$ cat src/design/axs_pkg.sv
// Package: AES tables, round functions and controller/datapath command types.
package axs_pkg;

  localparam int BLOCK_W   = 128;
  localparam int ROUNDS    = 10;
  localparam int CNT_W     = 4;
  localparam logic [7:0] TWEAK_POLY = 8'h87;

  localparam logic [7:0] FWD_BOX [256] = '{
    8'h63,8'h7c,8'h77,8'h7b,8'hf2,8'h6b,8'h6f,8'hc5,8'h30,8'h01,8'h67,8'h2b,8'hfe,8'hd7,8'hab,8'h76,
    8'hca,8'h82,8'hc9,8'h7d,8'hfa,8'h59,8'h47,8'hf0,8'had,8'hd4,8'ha2,8'haf,8'h9c,8'ha4,8'h72,8'hc0,
    8'hb7,8'hfd,8'h93,8'h26,8'h36,8'h3f,8'hf7,8'hcc,8'h34,8'ha5,8'he5,8'hf1,8'h71,8'hd8,8'h31,8'h15,
    8'h04,8'hc7,8'h23,8'hc3,8'h18,8'h96,8'h05,8'h9a,8'h07,8'h12,8'h80,8'he2,8'heb,8'h27,8'hb2,8'h75,
    8'h09,8'h83,8'h2c,8'h1a,8'h1b,8'h6e,8'h5a,8'ha0,8'h52,8'h3b,8'hd6,8'hb3,8'h29,8'he3,8'h2f,8'h84,
    8'h53,8'hd1,8'h00,8'hed,8'h20,8'hfc,8'hb1,8'h5b,8'h6a,8'hcb,8'hbe,8'h39,8'h4a,8'h4c,8'h58,8'hcf,
    8'hd0,8'hef,8'haa,8'hfb,8'h43,8'h4d,8'h33,8'h85,8'h45,8'hf9,8'h02,8'h7f,8'h50,8'h3c,8'h9f,8'ha8,
    8'h51,8'ha3,8'h40,8'h8f,8'h92,8'h9d,8'h38,8'hf5,8'hbc,8'hb6,8'hda,8'h21,8'h10,8'hff,8'hf3,8'hd2,
    8'hcd,8'h0c,8'h13,8'hec,8'h5f,8'h97,8'h44,8'h17,8'hc4,8'ha7,8'h7e,8'h3d,8'h64,8'h5d,8'h19,8'h73,
    8'h60,8'h81,8'h4f,8'hdc,8'h22,8'h2a,8'h90,8'h88,8'h46,8'hee,8'hb8,8'h14,8'hde,8'h5e,8'h0b,8'hdb,
    8'he0,8'h32,8'h3a,8'h0a,8'h49,8'h06,8'h24,8'h5c,8'hc2,8'hd3,8'hac,8'h62,8'h91,8'h95,8'he4,8'h79,
    8'he7,8'hc8,8'h37,8'h6d,8'h8d,8'hd5,8'h4e,8'ha9,8'h6c,8'h56,8'hf4,8'hea,8'h65,8'h7a,8'hae,8'h08,
    8'hba,8'h78,8'h25,8'h2e,8'h1c,8'ha6,8'hb4,8'hc6,8'he8,8'hdd,8'h74,8'h1f,8'h4b,8'hbd,8'h8b,8'h8a,
    8'h70,8'h3e,8'hb5,8'h66,8'h48,8'h03,8'hf6,8'h0e,8'h61,8'h35,8'h57,8'hb9,8'h86,8'hc1,8'h1d,8'h9e,
    8'he1,8'hf8,8'h98,8'h11,8'h69,8'hd9,8'h8e,8'h94,8'h9b,8'h1e,8'h87,8'he9,8'hce,8'h55,8'h28,8'hdf,
    8'h8c,8'ha1,8'h89,8'h0d,8'hbf,8'he6,8'h42,8'h68,8'h41,8'h99,8'h2d,8'h0f,8'hb0,8'h54,8'hbb,8'h16
  };

  localparam logic [7:0] RCON [ROUNDS] = '{
    8'h01,8'h02,8'h04,8'h08,8'h10,8'h20,8'h40,8'h80,8'h1b,8'h36
  };

  typedef logic [7:0] inv_box_t [256];

  // Invert the forward box at elaboration
  function automatic inv_box_t build_inv();
    inv_box_t t;
    for (int i = 0; i < 256; i++) begin
      t[FWD_BOX[i]] = i[7:0];
    end
    return t;
  endfunction

  localparam inv_box_t INV_BOX = build_inv();

  typedef struct packed {
    logic             load;
    logic             key_step;
    logic             key_last;
    logic             rnd_step;
    logic             rnd_last;
    logic             finish;
    logic [CNT_W-1:0] cnt;
  } axs_cmd_t;

  typedef struct packed {
    logic dec_mode;
    logic out_busy;
  } axs_status_t;

  // Byte i of a block, byte 0 most significant
  function automatic logic [7:0] get_b(input logic [127:0] s, input int i);
    return s[127-8*i -: 8];
  endfunction

  function automatic logic [7:0] xt(input logic [7:0] a);
    return {a[6:0], 1'b0} ^ (a[7] ? 8'h1b : 8'h00);
  endfunction

  // Multiply by one of the MixColumns constants
  function automatic logic [7:0] gmul(input logic [7:0] a, input logic [3:0] m);
    logic [7:0] a2, a4, a8, p;
    a2 = xt(a);
    a4 = xt(a2);
    a8 = xt(a4);
    p  = (m[0] ? a : 8'h00) ^ (m[1] ? a2 : 8'h00) ^ (m[2] ? a4 : 8'h00) ^ (m[3] ? a8 : 8'h00);
    return p;
  endfunction

  function automatic logic [127:0] sub_shift(input logic [127:0] s, input logic inv);
    logic [127:0] t;
    for (int c = 0; c < 4; c++) begin
      for (int r = 0; r < 4; r++) begin
        if (inv) begin
          t[127-8*(r+4*c) -: 8] = INV_BOX[get_b(s, r + 4*((c - r + 4) & 3))];
        end else begin
          t[127-8*(r+4*c) -: 8] = FWD_BOX[get_b(s, r + 4*((c + r) & 3))];
        end
      end
    end
    return t;
  endfunction

  function automatic logic [127:0] mix_cols(input logic [127:0] s, input logic inv);
    logic [127:0] t;
    logic [3:0]   m [4];
    logic [7:0]   v;
    if (inv) begin
      m = '{4'd14, 4'd11, 4'd13, 4'd9};
    end else begin
      m = '{4'd2, 4'd3, 4'd1, 4'd1};
    end
    for (int c = 0; c < 4; c++) begin
      for (int r = 0; r < 4; r++) begin
        v = 8'h00;
        for (int k = 0; k < 4; k++) begin
          v = v ^ gmul(get_b(s, 4*c + k), m[(k - r + 4) & 3]);
        end
        t[127-8*(4*c+r) -: 8] = v;
      end
    end
    return t;
  endfunction

  // Rotated, substituted last word plus round constant
  function automatic logic [31:0] key_g(input logic [31:0] w, input logic [7:0] rc);
    return {FWD_BOX[w[23:16]] ^ rc, FWD_BOX[w[15:8]], FWD_BOX[w[7:0]], FWD_BOX[w[31:24]]};
  endfunction

  function automatic logic [127:0] key_next(input logic [127:0] k, input logic [7:0] rc);
    logic [31:0] n0, n1, n2, n3;
    n0 = k[127:96] ^ key_g(k[31:0], rc);
    n1 = k[95:64] ^ n0;
    n2 = k[63:32] ^ n1;
    n3 = k[31:0] ^ n2;
    return {n0, n1, n2, n3};
  endfunction

  function automatic logic [127:0] key_prev(input logic [127:0] k, input logic [7:0] rc);
    logic [31:0] p0, p1, p2, p3;
    p3 = k[31:0] ^ k[63:32];
    p2 = k[63:32] ^ k[95:64];
    p1 = k[95:64] ^ k[127:96];
    p0 = k[127:96] ^ key_g(p3, rc);
    return {p0, p1, p2, p3};
  endfunction

endpackage

$ cat src/design/axs_ctrl.sv
// Controller: sequences load, key run, rounds and finish for one item.
module axs_ctrl (
  input  logic                 clk,
  input  logic                 rst,
  input  logic                 in_valid,
  input  logic                 in_action,
  input  axs_pkg::axs_status_t status,
  output logic                 in_ready,
  output axs_pkg::axs_cmd_t    cmd
);
  import axs_pkg::*;

  localparam logic [1:0] ST_IDLE = 2'd0;
  localparam logic [1:0] ST_KEYX = 2'd1;
  localparam logic [1:0] ST_RND  = 2'd2;
  localparam logic [1:0] ST_FIN  = 2'd3;
  localparam logic [CNT_W-1:0] LAST_CNT = CNT_W'(ROUNDS - 1);

  logic [1:0]       state, state_next;
  logic [CNT_W-1:0] cnt, cnt_next;

  // Decode state into datapath commands
  always_comb begin
    state_next = state;
    cnt_next   = cnt;
    cmd        = '0;
    cmd.cnt    = cnt;
    in_ready   = 1'b0;
    case (state)
      ST_IDLE: begin
        in_ready = 1'b1;
        if (in_valid) begin
          cmd.load   = 1'b1;
          cnt_next   = '0;
          state_next = (in_action && status.dec_mode) ? ST_KEYX : ST_RND;
        end
      end
      ST_KEYX: begin
        cmd.key_step = 1'b1;
        cmd.key_last = (cnt == LAST_CNT);
        cnt_next     = cnt + 1'b1;
        if (cnt == LAST_CNT) begin
          cnt_next   = '0;
          state_next = ST_RND;
        end
      end
      ST_RND: begin
        cmd.rnd_step = 1'b1;
        cmd.rnd_last = (cnt == LAST_CNT);
        cnt_next     = cnt + 1'b1;
        if (cnt == LAST_CNT) begin
          state_next = ST_FIN;
        end
      end
      ST_FIN: begin
        if (!status.out_busy) begin
          cmd.finish = 1'b1;
          state_next = ST_IDLE;
        end
      end
      default: state_next = ST_IDLE;
    endcase
  end

  // Advance state
  always_ff @(posedge clk) begin
    if (rst) begin
      state <= ST_IDLE;
      cnt   <= '0;
    end else begin
      state <= state_next;
      cnt   <= cnt_next;
    end
  end

endmodule

$ cat config.mk
export PLATFORM = sky130hd
export DESIGN_NAME = axs_ctrl
export DESIGN_NICKNAME = d
export VERILOG_FILES = /design/src/design/axs_pkg.sv /design/src/design/axs_ctrl.sv
export SDC_FILE = /design/constraint.sdc
export NUM_CORES = 1
export LEC_CHECK = 0
export ABC_AREA = 1
export CAP_MARGIN = 20
export CORE_AREA = 4 4 41 43
export DETAILED_ROUTE_END_ITERATION = 12
export DIE_AREA = 0 0 45 47
export DONT_BUFFER_PORTS = 1
export HOLD_SLACK_MARGIN = 0.15
export PLACE_DENSITY = 0.56
export SLEW_MARGIN = 20
export SYNTH_ARGS = -nofsm -noshare
export SYNTH_HDL_FRONTEND = slang
export SYNTH_SLANG_ARGS = --single-unit
$ cat constraint.sdc
create_clock -name clk -period 1.3 [get_ports clk]
set_clock_uncertainty 0.2 [all_clocks]
set_input_delay 0.26 -clock clk [delete_from_list [all_inputs] [get_ports clk]]
set_output_delay 0.26 -clock clk [all_outputs]
set_load 0.03 [all_outputs]
* Word-level counts from Yosys, hierarchy flattened *
Cells that the tools add are included.

storage, ports and cells
  bits in registers = 6
  bits in latches = 0
  bits in writable memories = 0
  ROM bits = 0
  input port bits = 6
  output and inout bits = 11
  word-level logic and storage cells = 32
  memories = 0

cells by class
  add/sub/neg operators = 1
  $mul = 0
  divide/modulo/power cells = 0
  order comparisons = 0
  eq/ne operators = 8
  shifts and indexed selects = 0
  multiplexer cells = 16
  bitwise gates (word level) = 0
  reduce and logical (&&, ||, !) cells = 5

operators with widths
  operator                                              number
  two-way mux 2 bit                                     7
  case mux 4 bit (3 select lines)                       1
  two-way mux 4 bit                                     2
  inequality test 2 bit (second input constant)         4
  case mux 2 bit (4 select lines)                       1
  two-way mux 1 bit                                     5
  adder 4 x 1 -> 4 bit (second input constant)          1
  equality test 2 bit (second input constant)           2
  equality test 4 bit (second input constant)           1
  AND reduction 4 bit                                   1
  nonzero test 3 bit                                    1
  equality test 2 x 1 -> 1 bit (second input constant)  1
  logical NOT 2 bit                                     1
  AND reduction 2 bit                                   1
  logical AND 1 bit                                     1

* Logic depth before layout (Yosys ltp) *
  depth in word-level cells = 4
  depth in mapped cells = 9
  gate-level depth less buffers = 9

* Worst setup path after synthesis *
No wires, ideal clock.

  kind = register to output
  start point = reg state[0]
  end point = out cmd[5] (netlist name)
  arrival time = 1.355 ns
  required time = 0.840 ns
  path slack = -0.515 ns
  cell stages (with the launch flop) = 5
  path buffers = 0
  cells stage by stage = dfxtp_1 > inv_1 > ha_1 > inv_1 > nor2_1

RTL lines
  element                 RTL line        text
  start, declared         axs_ctrl.sv:19  logic [1:0] state, state_next;
  start signal, assigned  axs_ctrl.sv:71  state <= state_next;
  end, declared           axs_ctrl.sv:9   output axs_pkg::axs_cmd_t cmd

==> results.yml <==
outcome:
  status: "finished, violations left"
  violations: "negative setup slack"
power_and_ir_drop:
  p_per_area_nw_per_um2: 2540
  peakVddDrop_mv: 1.45
  p_leak_uw: 0.000378
synth:
  syn_area_um2: 478
  synthDistinctLibCells: 14
  synth_seq_cells: 6
  synth_top_cell_by_area: "dfxtp_1"
  avgSynthCellArea_um2: 6.55
  syn_inst: 73
  ys_seq_area_frac: 0.251
  synth_fp_nets: 86
  ys_warn_count: 0
  synth_top_area_frac: 0.251
  synth_area_leaders: "dfxtp_1 25%, ha_1 18%, inv_1 13%"
setup_path:
  cp.required_ns: 0.84
  crit_path_max_fanout: 3
  crit_chain: "buf_6, ha_4, inv_4, nor2_4"
  crit_path_top_delay_cell: "dfxtp_4"
  crit_start: "state[1]$_SDFFE_PP0P_"
  path_class: "flop to primary output"
  cp-end-kind: "primary output"
  timing.rr.start: "state[0]$_SDFFE_PP0P_"
  critPathArrivalTime_ns: 1.11
  critical_path.max_stage_delay_ns: 0.38
  startpoint_type: "flop"
sta:
  setup_tns_ns: -2.46
  hold_slack_ns: 0.0811
  hold_viol_final: 0
  finalSetupViolCount: 14
  slew_headroom: 0.849
  fin_crit_ns: 1.57
  tightest_slew_ns: 0.226
  max_freq_mhz: 635
  min_period_over_period: 1.21
  rsz0062_at_grt: "true"
  finalMaxSlewViolations: 0
  fin_ws_ns: -0.274
placed_design:
  place.gp.congestion: 0.761
  placed_cells_incl_taps: 98
  dp_hpwl_um: 974
  preCtsSetupSlack_ns: -0.110
  portBuffers: 0
global_route:
  grt_use_met2: 0.243
  met1_usage: 0.163
  grt.met3_usage: 0.0690
  grt_overflow_total: 0
  track_usage: 0.151
  grt_most_used_layer: "met2"
  grt_pass1_vias: 516
  grt_pass1_wl_um: 2180
  grt_max_degree: 6
  antenna_found_initial: 0
clock_network:
  clock_sinks: 6
  cts.clk_slew.worst_paths_ns: 0.05
  clockRootBuffer: "clkbuf_4"
  clk_path_buf_depth: 2
  insertion_delay_ns: 0.25
  cts_made_buffers: 3
  cts_tree: "built"
  h-tree-depth: 1
  hold_buffers: 2
drt:
  drt-wirelength-per-cell_um: 12.2
  via_count: 531
  first_iter_violations: 9
  firstDrtPassIters: 4
  ant_nets: 0
  drc_errors: 0
  routed_via_density: 4.74
  wl_um: 1370
min_path:
  min_from: "status[0]"
  hold_class: "input pin to flop"
layout:
  layout_commonest_cell: "nand2_1"
  final_cell_mix: "12 x nand2_1, 10 x buf_4, 8 x inv_1, 8 x buf_6, 5 x nor2_4"
  drive_gt1_frac: 0.608
  fillerInstances: 117
  antenna_cells: 0
  syn2layout_area_growth_pct: 86.6
  stdcell_count: 112
  layout.nets: 111
  final_core_util: 0.686
die:
  core_area_um2: 1300
  initial_core_util: 0.367
  dieArea_um2: 2120
  die_w_um: 45
  fp-row-count: 13
  die_h_um: 47
  ioPinCount: 17
flow_run:
  maxCapViolations: 0
final timing paths:
path,endpoint,slack (ns),depth (start not counted)
min,state[0]$_SDFFE_PP0P_,0.08,4
min reg2reg,cnt[3]$_SDFFE_PP0P_,0.29,2
max reg2reg,state[1]$_SDFFE_PP0P_,-0.19,10
max,cmd[5],-0.27,4
cells in the mapped netlist:
master / instances
o21ai_2: 2
inv_1: 16
nor2_1: 8
nand3_2: 1
nand4_1: 1
ha_1: 7
a21oi_2: 1
nor2_2: 1
nand2_1: 16
nand2_2: 1
a21oi_1: 5
o21ai_0: 4
dfxtp_1: 6
nand3_1: 4
power by group:
group / leakage [uW] / total (uW) / internal (uW) / switching, uW
registers: 0.0000527 / 326 / 252 / 74.4
logic: 0.000311 / 1750 / 789 / 957
clock network: 0.0000150 / 194 / 117 / 76.9
total: 0.000378 / 2270 / 1160 / 1110
critical path, delay by kind of cell (launching register included):
kind                       cells  cell delay [ns]
buffers and inverters          2             0.14
DFF                            1             0.38
adders and majority gates      1             0.14
and+or+nand+nor                1             0.20
cells by family (layout without fill, tap and decap cells):
family / Yosys count / count (layout) / synth area share
flops: 6 / 6 / 0.251
compound gates: 12 / 12 / 0.149
buf+inv: 16 / 40 / 0.126
simple gates: 32 / 32 / 0.291
fa+ha+maj: 7 / 7 / 0.183
metrics by stage:
| stage | power [uW] | cell area, um^2 |
|---|---|---|
| global placement | 1510 | 677 |
| global route | 2450 | 892 |
| finish | 2270 | 892 |
| CTS | 2150 | 855 |
| floorplan | 1240 | 583 |
| detailed placement | 1510 | 677 |
layer usage:
layer,wire [um],vias to the layer above
li1,-,276
met3,85,4
met1,549,240
met2,705,11
met5,0,-
met4,27,0
flip-flops by register name, summed over array words and instances (netlist names):
| signal | count |
|---|---|
| cnt | 4 |
| state | 2 |
final cells by class:
class,instances,area (um^2),area share
flip-flops and latches,6,138,0.154
well taps,15,18.8,0.0210
repair buffers,20,185,0.208
inverters,16,80.1,0.0898
clock buffers,4,26.3,0.0295
multi-input cells,51,444,0.498
timing repair:
action                                  CTS  global route
buffers inserted                          7             1
resized for setup                        24            10
pin swaps                                11             8
endpoints found under the setup margin   14            14
hold endpoints to repair                  6             3
(Power assumes the default switching activity.)
